### src/rtl/core/lspd_pkg.sv
`default_nettype none

package lspd_pkg;

    // packet limits
    localparam int MAX_PACKET_BYTES = 545;
    localparam int MIN_PACKET_BYTES = 9;

    // widths that follow from the packet limit
    localparam int W_LEN = $clog2(MAX_PACKET_BYTES + 1);
    localparam int W_POS = $clog2(MAX_PACKET_BYTES);

    // field widths
    localparam int W_BYTE  = 8;
    localparam int W_INDEX = 13;
    localparam int W_WORD  = 16;
    localparam int W_ACC   = 14;
    localparam int W_IDX   = ((W_INDEX > W_POS) ? W_INDEX : W_POS) + 1;

    // sync word and packet codes
    localparam logic [31:0]       HEADER_WORD  = 32'h0202_0202;
    localparam logic [W_BYTE-1:0] SCAN_OPCODE  = 8'h12;
    localparam logic [W_BYTE-1:0] SCAN_COMMAND = 8'h32;

    // byte positions inside a packet
    localparam logic [W_POS-1:0] POS_OPCODE      = W_POS'(6);
    localparam logic [W_POS-1:0] POS_COMMAND     = W_POS'(7);
    localparam logic [W_POS-1:0] POS_SUB_SCAN    = W_POS'(11);
    localparam logic [W_POS-1:0] POS_COUNT_HI    = W_POS'(20);
    localparam logic [W_POS-1:0] POS_COUNT_LO    = W_POS'(21);
    localparam logic [W_POS-1:0] POS_FIRST_POINT = W_POS'(22);

    localparam logic [W_ACC-1:0]   ACC_MAX          = {W_ACC{1'b1}};
    localparam logic [W_INDEX-1:0] SCAN_TOTAL_RESET = 13'd1216;

    // register map
    localparam logic [2:0] ADDR_SCAN_TOTAL = 3'd0;

    typedef enum logic [1:0] {
        PH_HUNT,
        PH_LEN_HI,
        PH_LEN_LO,
        PH_BODY
    } t_phase;

endpackage

`default_nettype wire

### src/rtl/core/lidar_scan_packet_deframer_core.sv
// channel  | direction | handshake          | payload
// ---------+-----------+--------------------+----------------------------------------------
// rx item  | in        | i_valid / o_stall  | i_rx_byte
// point    | out       | o_valid / i_stall  | o_point_index o_range_mm o_intensity_raw
//          |           |                    | o_scan_start o_scan_end
// config   | in        | apb psel / penable | paddr pwdata prdata pready
//
// one byte is taken per cycle while o_stall is low; the parser state and the
// result register are written at the same edge, so a point appears on o_valid
// the cycle after its last byte is accepted
// the single output register sets the rate: input stalls only while a point
// is held there and the sink stalls
// synchronous active-low reset returns the parser to header hunting, clears
// the running point total and loads scan_points_total with 1216

`default_nettype none

module lidar_scan_packet_deframer_core
    import lspd_pkg::*;
(
    input  wire logic                i_clk,
    input  wire logic                i_rst_n,

    // received bytes
    input  wire logic                i_valid,
    output logic                     o_stall,
    input  wire logic [W_BYTE-1:0]   i_rx_byte,

    // decoded points
    output logic                     o_valid,
    input  wire logic                i_stall,
    output logic [W_INDEX-1:0]       o_point_index,
    output logic [W_WORD-1:0]        o_range_mm,
    output logic [W_WORD-1:0]        o_intensity_raw,
    output logic                     o_scan_start,
    output logic                     o_scan_end,

    // register port
    input  wire logic                psel,
    input  wire logic                penable,
    input  wire logic                pwrite,
    input  wire logic [2:0]          paddr,
    input  wire logic [31:0]         pwdata,
    output logic [31:0]              prdata,
    output logic                     pready
);

    // parser state
    t_phase              r_phase,    n_phase;
    logic [31:0]         r_window,   n_window;
    logic [W_BYTE-1:0]   r_len_hi,   n_len_hi;
    logic [W_LEN-1:0]    r_len,      n_len;
    logic [W_POS-1:0]    r_pos,      n_pos;
    logic                r_is_scan,  n_is_scan;
    logic [W_BYTE-1:0]   r_sub,      n_sub;
    logic [W_WORD-1:0]   r_decl,     n_decl;
    logic [23:0]         r_pb,       n_pb;
    logic [W_ACC-1:0]    r_acc,      n_acc;
    logic [W_INDEX-1:0]  r_offset,   n_offset;

    // configuration
    logic [W_INDEX-1:0]  r_total;

    // result register
    logic                r_out_valid;
    logic [W_INDEX-1:0]  r_out_index;
    logic [W_WORD-1:0]   r_out_range;
    logic [W_WORD-1:0]   r_out_inten;
    logic                r_out_start;
    logic                r_out_end;

    // result of the current byte
    logic                res_fire;
    logic [W_INDEX-1:0]  res_index;
    logic [W_WORD-1:0]   res_range;
    logic [W_WORD-1:0]   res_inten;
    logic                res_start;
    logic                res_end;

    logic                accept;
    logic                cfg_wr;

    // the output register may be refilled in the cycle it drains
    assign o_stall = r_out_valid && i_stall;
    assign accept  = i_valid && !o_stall;

    assign o_valid         = r_out_valid;
    assign o_point_index   = r_out_index;
    assign o_range_mm      = r_out_range;
    assign o_intensity_raw = r_out_inten;
    assign o_scan_start    = r_out_start;
    assign o_scan_end      = r_out_end;

    assign pready = 1'b1;
    assign cfg_wr = psel && penable && pwrite && (paddr == ADDR_SCAN_TOTAL);
    assign prdata = (paddr == ADDR_SCAN_TOTAL) ? {19'd0, r_total} : 32'd0;

    // next-state and point decode for one byte
    always_comb begin
        logic [31:0]         win;
        logic [W_WORD-1:0]   full_len;
        logic [W_WORD-1:0]   decl_v;
        logic [W_ACC+2:0]    acc_sum;
        logic [W_ACC-1:0]    acc_v;
        logic                scan_v;
        logic [W_POS-1:0]    rel;
        logic [W_POS-1:0]    pt_num;
        logic [W_IDX-1:0]    idx;
        logic [W_LEN-1:0]    pos_inc;
        logic                last;

        n_phase   = r_phase;
        n_window  = r_window;
        n_len_hi  = r_len_hi;
        n_len     = r_len;
        n_pos     = r_pos;
        n_is_scan = r_is_scan;
        n_sub     = r_sub;
        n_decl    = r_decl;
        n_pb      = r_pb;
        n_acc     = r_acc;
        n_offset  = r_offset;

        win      = {r_window[23:0], i_rx_byte};
        full_len = {r_len_hi, i_rx_byte};
        decl_v   = {r_decl[15:8], i_rx_byte};
        acc_sum  = {3'd0, r_acc} + {1'b0, 16'(decl_v)};
        acc_v    = r_acc;
        scan_v   = r_is_scan;
        rel      = r_pos - POS_FIRST_POINT;
        pt_num   = rel >> 2;
        idx      = W_IDX'(r_offset) + W_IDX'(pt_num);
        pos_inc  = W_LEN'(r_pos) + W_LEN'(1);
        last     = (pos_inc >= r_len);

        res_fire  = 1'b0;
        res_index = idx[W_INDEX-1:0];
        res_range = r_pb[23:8];
        res_inten = {r_pb[7:0], i_rx_byte};
        res_start = (pt_num == '0) && (r_sub == '0);
        res_end   = ((17'(pt_num) + 17'd1) == {1'b0, r_decl}) && (r_acc >= W_ACC'(r_total));

        unique case (r_phase)
            PH_HUNT: begin
                n_window = win;
                if (win == HEADER_WORD) begin
                    n_phase = PH_LEN_HI;
                end
            end
            PH_LEN_HI: begin
                n_len_hi = i_rx_byte;
                n_phase  = PH_LEN_LO;
            end
            PH_LEN_LO: begin
                if (full_len < W_WORD'(MIN_PACKET_BYTES) ||
                    full_len > W_WORD'(MAX_PACKET_BYTES)) begin
                    n_phase  = PH_HUNT;
                    n_window = '0;
                end else begin
                    n_phase   = PH_BODY;
                    n_len     = full_len[W_LEN-1:0];
                    n_pos     = POS_OPCODE;
                    n_is_scan = 1'b0;
                    n_sub     = '0;
                    n_decl    = '0;
                    n_pb      = '0;
                end
            end
            PH_BODY: begin
                priority if (r_pos == POS_OPCODE) begin
                    scan_v = (i_rx_byte == SCAN_OPCODE);
                end else if (r_pos == POS_COMMAND) begin
                    scan_v = r_is_scan && (i_rx_byte == SCAN_COMMAND);
                end else if (r_pos == POS_SUB_SCAN) begin
                    n_sub = i_rx_byte;
                end else if (r_pos == POS_COUNT_HI) begin
                    n_decl = {i_rx_byte, 8'd0};
                end else if (r_pos == POS_COUNT_LO) begin
                    n_decl = decl_v;
                    if (r_is_scan) begin
                        acc_v = (acc_sum > (W_ACC+3)'(ACC_MAX)) ? ACC_MAX
                                                                 : acc_sum[W_ACC-1:0];
                    end
                end else if (r_pos >= POS_FIRST_POINT) begin
                    if (rel[1:0] != 2'd3) begin
                        n_pb = {r_pb[15:0], i_rx_byte};
                    end else if (r_is_scan && (16'(pt_num) < r_decl) && !last &&
                                 (idx < W_IDX'(r_total))) begin
                        res_fire = 1'b1;
                    end
                end else begin
                    // bytes between the named fields carry nothing we use
                end

                if (last) begin
                    if (scan_v && (r_len >= W_LEN'(POS_FIRST_POINT))) begin
                        if (acc_v >= W_ACC'(r_total)) begin
                            acc_v = '0;
                        end
                        n_offset = acc_v[W_INDEX-1:0];
                    end
                    n_phase  = PH_HUNT;
                    n_window = '0;
                end else begin
                    n_pos = pos_inc[W_POS-1:0];
                end
                n_is_scan = scan_v;
                n_acc     = acc_v;
            end
            default: begin
                n_phase  = PH_HUNT;
                n_window = '0;
            end
        endcase
    end

    // parser state, advanced once per accepted item
    always_ff @(posedge i_clk) begin
        if (!i_rst_n) begin
            r_phase   <= PH_HUNT;
            r_window  <= '0;
            r_len_hi  <= '0;
            r_len     <= '0;
            r_pos     <= '0;
            r_is_scan <= 1'b0;
            r_sub     <= '0;
            r_decl    <= '0;
            r_pb      <= '0;
            r_acc     <= '0;
            r_offset  <= '0;
        end else if (accept) begin
            r_phase   <= n_phase;
            r_window  <= n_window;
            r_len_hi  <= n_len_hi;
            r_len     <= n_len;
            r_pos     <= n_pos;
            r_is_scan <= n_is_scan;
            r_sub     <= n_sub;
            r_decl    <= n_decl;
            r_pb      <= n_pb;
            r_acc     <= n_acc;
            r_offset  <= n_offset;
        end
    end

    // points per full rotation
    always_ff @(posedge i_clk) begin
        if (!i_rst_n) begin
            r_total <= SCAN_TOTAL_RESET;
        end else if (cfg_wr) begin
            r_total <= pwdata[W_INDEX-1:0];
        end
    end

    // output register: loads on an accepted item, empties when the sink takes it
    always_ff @(posedge i_clk) begin
        if (!i_rst_n) begin
            r_out_valid <= 1'b0;
        end else if (accept) begin
            r_out_valid <= res_fire;
        end else if (!i_stall) begin
            r_out_valid <= 1'b0;
        end
    end

    always_ff @(posedge i_clk) begin
        if (accept && res_fire) begin
            r_out_index <= res_index;
            r_out_range <= res_range;
            r_out_inten <= res_inten;
            r_out_start <= res_start;
            r_out_end   <= res_end;
        end
    end

endmodule

`default_nettype wire

### config.mk
export PLATFORM = sky130hd
export DESIGN_NAME = lidar_scan_packet_deframer_core
export DESIGN_NICKNAME = d
export VERILOG_FILES = /design/src/rtl/core/lspd_pkg.sv /design/src/rtl/core/lidar_scan_packet_deframer_core.sv
export SDC_FILE = /design/constraint.sdc
export NUM_CORES = 1
export LEC_CHECK = 0
export BUFFER_PORTS_ARGS = -buffer_cell sky130_fd_sc_hd__clkbuf_2
export CORE_AREA = 2 2 142 178
export CTS_CLUSTER_SIZE = 12
export DETAILED_ROUTE_END_ITERATION = 8
export DIE_AREA = 0 0 144 180
export SYNTH_ARGS = -nofsm -noshare
export SYNTH_HDL_FRONTEND = slang
export SYNTH_SLANG_ARGS = --single-unit
export TNS_END_PERCENT = 1
### constraint.sdc
create_clock -name i_clk -period 11.97 [get_ports i_clk]
set_clock_uncertainty 0.15 [all_clocks]
set_input_delay 1.197 -clock i_clk [delete_from_list [all_inputs] [get_ports i_clk]]
set_output_delay 1.197 -clock i_clk [all_outputs]
set_load 0.05 [all_outputs]
Yosys cells after proc, flatten, opt, wreduce, memory -nomap -nowiden:

Index checks and enable logic that the tools add are counted.

* $add $sub $neg: 5
* order comparisons: 10
* equality and inequality tests: 29
* muxes and demuxes: 59
* bitwise logic cells: 1
* reductions and logical operators: 34

Operators with widths (count)
* 24-bit 2-to-1 mux: 10
* 14-bit 2-to-1 mux: 11
* 16-bit 2-to-1 mux: 5
* 24-bit one-hot mux with 3 select lines: 1
* 24-bit one-hot mux with 2 select lines: 1
* 8-bit 2-to-1 mux: 5
* 32-bit by 26-bit equality test with 1-bit output, second input constant: 1
* 16-bit one-hot mux with 2 select lines: 1
* 2-bit != test, second input constant: 15
* 14-bit by 13-bit >= comparator with 1-bit output: 2
* 10-bit by 3-bit equality test with 1-bit output, second input constant: 2
* 10-bit by 5-bit equality test with 1-bit output, second input constant: 2
* 10-bit by 5-bit >= comparator with 1-bit output, second input constant: 2
* 10-bit 2-to-1 mux: 2
* 10-bit one-hot mux with 2 select lines: 1
* 14-bit by 16-bit adder with 17-bit output: 1
* 17-bit by 14-bit > comparator with 1-bit output, second input constant: 1
* 9-bit by 16-bit equality test with 1-bit output: 1
* 16-bit by 10-bit > comparator with 1-bit output, second input constant: 1
* 16-bit by 4-bit less-than comparator with 1-bit output, second input constant: 1
* 8-bit by 16-bit less-than comparator with 1-bit output: 1
* 8-bit one-hot mux with 2 select lines: 1
* 1-bit 2-to-1 mux: 15
* 13-bit by 8-bit adder with 14-bit output: 1
* 32 further kinds: 54

* flip-flop bits (word level): 191
* input bits: 50
* output and inout bits: 82
* logic and storage cells: 157

Depth between registers and ports, before layout:

* depth in word-level cells: 15
* mapped depth: 22
* depth with buffers taken out: 20

Least setup slack after synthesis:

Ideal clock, no wire load.

* kind: register to register
* from: reg r_pos[3]
* to: reg r_out_inten[0] (netlist: o_intensity_raw[0]), enable pin
* library setup time: 0.510 ns
* arrival time: 6.712 ns
* required time: 11.310 ns
* setup slack: 4.598 ns
* cell stages (with the launch flop): 18
* buffers on the path: 1
* clock period less this slack: 7.372 ns
* cells stage by stage: dfxtp_1 clkbuf_1 a21o_1 xor2_1 ha_1 a21oi_1 nor2b_1 or4_1 o2111ai_1 a21boi_0 o2111ai_1 xnor2_1 ha_1 a211oi_1 nand2_1 a21oi_1 a21oi_1 nor3_1

* elaborated cells between the ends (all ways): 26
* classes of those cells: add/sub: 3; order compare: 4; eq/ne: 5; mux: 9; reduce/logical: 5

RTL lines
* start: declaration: RTL line lidar_scan_packet_deframer_core.sv:53 `logic [W_POS-1:0] r_pos, n_pos;`
* start signal: assignment: RTL line lidar_scan_packet_deframer_core.sv:236 `r_pos <= n_pos;`
* 10-bit by 5-bit subtractor with 10-bit output: RTL line lidar_scan_packet_deframer_core.sv:130 `rel = r_pos - POS_FIRST_POINT;`
* 13-bit by 8-bit adder with 14-bit output: RTL line lidar_scan_packet_deframer_core.sv:132 `idx = W_IDX'(r_offset) + W_IDX'(pt_num);`
* via res_index[11]: RTL line lidar_scan_packet_deframer_core.sv:74 `logic [W_INDEX-1:0] res_index;`
* 14-bit by 13-bit less-than comparator with 1-bit output: RTL line lidar_scan_packet_deframer_core.sv:188 `(idx < W_IDX'(r_total))) begin`
* 1-bit logical AND: RTL line lidar_scan_packet_deframer_core.sv:187 `end else if (r_is_scan && (16'(pt_num) < r_decl) && !last &&`
* 1-bit 2-to-1 mux: RTL line lidar_scan_packet_deframer_core.sv:187
* 1-bit 2-to-1 mux: RTL line lidar_scan_packet_deframer_core.sv:185 `if (rel[1:0] != 2'd3) begin`
* 1-bit 2-to-1 mux: RTL line lidar_scan_packet_deframer_core.sv:184 `end else if (r_pos >= POS_FIRST_POINT) begin`
* 1-bit 2-to-1 mux: RTL line lidar_scan_packet_deframer_core.sv:178 `end else if (r_pos == POS_COUNT_LO) begin`
* 1-bit 2-to-1 mux: RTL line lidar_scan_packet_deframer_core.sv:176 `end else if (r_pos == POS_COUNT_HI) begin`
* 1-bit 2-to-1 mux: RTL line lidar_scan_packet_deframer_core.sv:174 `end else if (r_pos == POS_SUB_SCAN) begin`
* 1-bit 2-to-1 mux: RTL line lidar_scan_packet_deframer_core.sv:172 `end else if (r_pos == POS_COMMAND) begin`
* 1-bit 2-to-1 mux: RTL line lidar_scan_packet_deframer_core.sv:170 `priority if (r_pos == POS_OPCODE) begin`
* 1-bit 2-to-1 mux: RTL line lidar_scan_packet_deframer_core.sv:143 `unique case (r_phase)`
* 1-bit logical AND: RTL line lidar_scan_packet_deframer_core.sv:267 `if (accept && res_fire) begin`
* end signal: assignment: RTL line lidar_scan_packet_deframer_core.sv:270 `r_out_inten <= res_inten;`
* end: declaration: RTL line lidar_scan_packet_deframer_core.sv:68 `logic [W_WORD-1:0] r_out_inten;`

The timed path passes the listed nets, and every way through them passes these cells.
A chain may end at the register's enable or synchronous reset.

Worst setup path after layout:

* from: reg r_pos[2]
* to: reg r_out_start (netlist: o_scan_start), enable pin

* elaborated cells between the ends (all ways): 26
* classes of those cells: add/sub: 3; order compare: 4; eq/ne: 5; mux: 9; reduce/logical: 5

RTL lines
* 10-bit by 5-bit subtractor with 10-bit output: RTL line lidar_scan_packet_deframer_core.sv:130
* 13-bit by 8-bit adder with 14-bit output: RTL line lidar_scan_packet_deframer_core.sv:132
* via res_index[11]: RTL line lidar_scan_packet_deframer_core.sv:74
* 14-bit by 13-bit less-than comparator with 1-bit output: RTL line lidar_scan_packet_deframer_core.sv:188
* 1-bit logical AND: RTL line lidar_scan_packet_deframer_core.sv:187
* 1-bit 2-to-1 mux: RTL line lidar_scan_packet_deframer_core.sv:187
* 1-bit 2-to-1 mux: RTL line lidar_scan_packet_deframer_core.sv:185
* 1-bit 2-to-1 mux: RTL line lidar_scan_packet_deframer_core.sv:184
* 1-bit 2-to-1 mux: RTL line lidar_scan_packet_deframer_core.sv:178
* 1-bit 2-to-1 mux: RTL line lidar_scan_packet_deframer_core.sv:176
* 1-bit 2-to-1 mux: RTL line lidar_scan_packet_deframer_core.sv:174
* 1-bit 2-to-1 mux: RTL line lidar_scan_packet_deframer_core.sv:172
* 1-bit 2-to-1 mux: RTL line lidar_scan_packet_deframer_core.sv:170
* 1-bit 2-to-1 mux: RTL line lidar_scan_packet_deframer_core.sv:143
* 1-bit logical AND: RTL line lidar_scan_packet_deframer_core.sv:267
* end signal: assignment: RTL line lidar_scan_packet_deframer_core.sv:271 `r_out_start <= res_start;`
* end: declaration: RTL line lidar_scan_packet_deframer_core.sv:69 `logic r_out_start;`

The timed path passes the listed nets, and every way through them passes these cells.

==> metrics.cfg <==
[status]
outcome = completed

[cts]
tritoncts.num_buffers = 17
cts_tree = yes
clk_sink_count = 191
cts_repair_resize_count = 0
clock_latency_ns = 0.45
path_clk_slew_ns = 0.08
postCtsHoldBufs = 0
cts_setup_buffers = 0
maximum_buffer_depth_of_the_clock_tree = 2
h-tree-depth = 4
clock_tree.root_cell = sky130_fd_sc_hd__clkbuf_16

[synth]
postSynthRegisterBits = 191
synth_warnings = 0
yosys-top-cells-count = sky130_fd_sc_hd__nand2_1 (159), sky130_fd_sc_hd__dfxtp_1 (144), sky130_fd_sc_hd__ha_1 (85)
synth_cells = 1187
post-synth-top-area-cell = sky130_fd_sc_hd__dfxtp_1
synth_enable_flop_cells = 47
synth.lib_cells_used.distinct = 80
post-synth-top-area-fraction_pct = 26.9
ys.flop_type = sky130_fd_sc_hd__dfxtp_1
synthMostInstantiatedCell = sky130_fd_sc_hd__nand2_1
top_area_cells_in_the_synthesized_netlist = sky130_fd_sc_hd__dfxtp_1 (27%), sky130_fd_sc_hd__edfxtp_1 (13%), sky130_fd_sc_hd__ha_1 (9.9%), sky130_fd_sc_hd__nand2_1 (5.6%), sky130_fd_sc_hd__a21boi_0 (4.6%)
synthesis.area_um2 = 10700
yosysSeqAreaShare_pct = 40.0
ys_async_sr_fraction_pct = 0
syn_area_per_cell_um2 = 9.04

[placement]
placed_area_um2 = 11300
place.port_buffers = 92
hpwl_mm = 18.9
gpl.final_weighted_congestion = 0.840
placement.setup.worst_slack_ns = 5.78

[grt]
wire_length_of_the_first_global_routing_pass_mm = 42.6
grt_start_max_net_pins = 104
grt_pass1_vias = 8048
total_routing_usage_gr_pct = 20.8
antenna_found_initial = 0
grt_overflow_total = 0

[setup_path]
critical_path.most_common_cell = sky130_fd_sc_hd__ha_1
cpPeakStageDelay_ns = 0.61
cp_max_fo = 46
cell_at_the_slowest_stage_of_the_critical_path = sky130_fd_sc_hd__buf_4
setup.worst_path.end_class = flop
worstSetupStartpointType = flop
cp.arrival_ns = 5.71
crit_type = reg -> reg
rr_worst_depth = 17
required_ns = 11.90
cp_cell_sequence = ha_1 -> o21ai_0 -> xor2_1 -> ha_1 -> nor2b_1 -> or4_1 -> o2111ai_1 -> a21boi_0 -> o2111ai_1 -> xnor2_1 -> ha_1 -> a211oi_1 -> nand2_1 -> a21oi_1 -> a21oi_1 -> nor3_2 -> buf_4

[floorplanning]
initial_core_util_pct = 44.2
die_x_um = 144
die_area_um2 = 25900
die_h_um = 180
core_um2 = 24300
std_cell_rows = 64
ioPinCount = 132

[hold_path]
worst_hold_path_type = reg -> reg
holdPathStages = 0

[drt]
via_count = 8445
detail-route-antenna-nets = 0
drc = 0
post_drt_via_cell_ratio = 5.32
drtIter0Drc = 426
wirelength_mm = 26.2
firstDrtPassIters = 5
routed_wire_length_per_instance_um = 16.5

[power_and_ir_drop]
share_seq_of_total_power_pct = 51.5
power.leakage_uw = 0.00467
power.density_cell_area_nw_per_um2 = 109
peak_vdd_ir_mv = 0.101
power_uw = 1290
clkPwrFrac_pct = 42.3
combPwrFrac_pct = 6.2
power.switching_uw = 328
p_int_uw = 967
swShare_pct = 25.3

[layout]
nets = 1381
antenna_fix_cells = 0
layout-drive-gt1-share_pct = 11.8
nFillCells = 2363
multiInputGateArea_um2 = 5850
post_route_standard_cell_area_excluding_fillers_um2 = 11800
layout.area.seq_um2 = 4290
area_delta_synth_final_pct = 10.4

[sta]
setup_violations = 0
rsz0062_at_grt = false
shortest_clock_period_the_worst_path_allows_after_layout_ns = 5.78
final.hold.worst_slack_ns = 0.283
finalHoldViolations = 0
max-slew-margin-rel_pct = 22.7
timing.final.ws_setup_ns = 6.19
timing.final.max_slew_violations = 0
fmax_ghz = 0.173
fin_setup_tns_ns = 0
worst-slew-pin-transition_ns = 1.15
final_worst_path_cycle_share_pct = 48.3

[flow_run]
drv_cap = 0

==> worst paths after layout <==
| path | from | endpoint | slack (ns) |
|---|---|---|---|
| worst min-delay path | r_pb[19]$_SDFFE_PN0P_ | o_range_mm[11]$_DFFE_PP_ | 0.28 |
| worst max-delay path | r_pos[2]$_SDFFE_PN0P_ | o_scan_start$_DFFE_PP_ | 6.19 |
| worst max register to register | r_pos[2]$_SDFFE_PN0P_ | o_scan_start$_DFFE_PP_ | 6.19 |
| worst min register to register | r_pb[19]$_SDFFE_PN0P_ | o_range_mm[11]$_DFFE_PP_ | 0.28 |
==> worst max-delay path: cells and delay by family (launching register included) <==
family          cells  cell delay [ns]
buf+inv             1             0.61
xor+xnor            2             0.74
simple gates        4             1.05
flops               1             0.52
fa+ha+maj           3             0.98
compound gates      7             1.32
==> sequential cells by signal, indices dropped and copies added (netlist names) <==
| signal | cells |
|---|---|
| o_scan_end | 1 |
| r_offset | 13 |
| r_len_hi | 8 |
| o_scan_start | 1 |
| r_window | 24 |
| r_len | 10 |
| o_valid | 1 |
| o_intensity_raw | 16 |
| r_phase | 2 |
| o_point_index | 13 |
| r_total | 13 |
| r_pos | 10 |
| r_decl | 16 |
| r_sub | 8 |
| r_acc | 14 |
| o_range_mm | 16 |
| r_is_scan | 1 |
| r_pb | 24 |
==> power by group through the flow <==
stage          Clock, uW  Sequential, uW  Combinational [uW]
4_1_cts              564             667                80.8
6_report             548             667                80.5
2_1_floorplan          0             680                65.3
3_3_place_gp           0             681                80.0
3_5_place_dp           0             681                80.6
5_1_grt              588             667                87.9
==> per-layer routing <==
| layer | vias to the layer above | track usage (%) | part of all wire (%) | routed length, um |
|---|---|---|---|---|
| li1 | 4271 | - | - | - |
| met1 | 4008 | 27.5 | 46 | 12100 |
| met2 | 142 | 34.8 | 49 | 12800 |
| met3 | 24 | 3.49 | 3.3 | 866 |
| met4 | 0 | 6.04 | 1.7 | 448 |
| met5 | - | 0 | 0 | 0 |
==> cell type report <==
cell class / count / area share [%]
flip-flops and latches: 191 / 36.2
inverters: 62 / 1.96
repair buffers: 97 / 4.20
clock buffers: 19 / 3.74
multi-input cells: 875 / 49.4
well taps: 330 / 3.49
clock inverters: 13 / 1.01
==> metrics by stage <==
| step | util, % | std cells |
|---|---|---|
| 6_report | 48.8 | 1587 |
| 5_1_grt | 48.8 | 1587 |
| 4_1_cts | 48.8 | 1587 |
| 3_5_place_dp | 46.5 | 1555 |
| 3_3_place_gp | 46.5 | 1555 |
| 2_1_floorplan | - | 1205 |
==> cell usage in the layout, fill, tap and decap left out, types with 10 or more instances in the layout <==
master | Yosys | routed
sky130_fd_sc_hd__ha_1 | 85 | 85
sky130_fd_sc_hd__and3_1 | 14 | 14
sky130_fd_sc_hd__o22ai_1 | 15 | 15
sky130_fd_sc_hd__nand2_1 | 159 | 159
sky130_fd_sc_hd__and2_1 | 23 | 23
sky130_fd_sc_hd__a21o_1 | 16 | 16
sky130_fd_sc_hd__o21a_1 | 12 | 12
sky130_fd_sc_hd__mux2i_1 | 15 | 15
sky130_fd_sc_hd__xnor2_1 | 32 | 32
sky130_fd_sc_hd__o211ai_1 | 12 | 12
sky130_fd_sc_hd__nand3_1 | 37 | 37
sky130_fd_sc_hd__o21ai_0 | 34 | 34
sky130_fd_sc_hd__nor2b_1 | 55 | 55
sky130_fd_sc_hd__nand4_1 | 11 | 11
sky130_fd_sc_hd__o21ai_1 | 23 | 22
sky130_fd_sc_hd__clkbuf_16 | 0 | 17
sky130_fd_sc_hd__conb_1 | 2 | 20
sky130_fd_sc_hd__nor3b_1 | 27 | 27
sky130_fd_sc_hd__dfxtp_1 | 144 | 144
sky130_fd_sc_hd__nor4_1 | 10 | 10
sky130_fd_sc_hd__nor2_1 | 41 | 41
sky130_fd_sc_hd__edfxtp_1 | 47 | 47
sky130_fd_sc_hd__xor2_1 | 14 | 14
sky130_fd_sc_hd__clkbuf_2 | 0 | 91
sky130_fd_sc_hd__a21boi_0 | 66 | 66
sky130_fd_sc_hd__a21oi_1 | 55 | 55
sky130_fd_sc_hd__inv_1 | 62 | 62
==> cell families (layout without fill, tap and decap cells) <==
logic type	Yosys count	in the layout	synth area share, %
flops	191	191	40.0
simple gates	421	421	20.5
compound gates	285	285	17.7
buf+inv	139	191	6.18
fa+ha+maj	87	87	10.3
other cells	2	20	0.0700
mux	16	16	1.54
xor+xnor	46	46	3.76
Note: power is estimated with default switching activity, not from simulation.
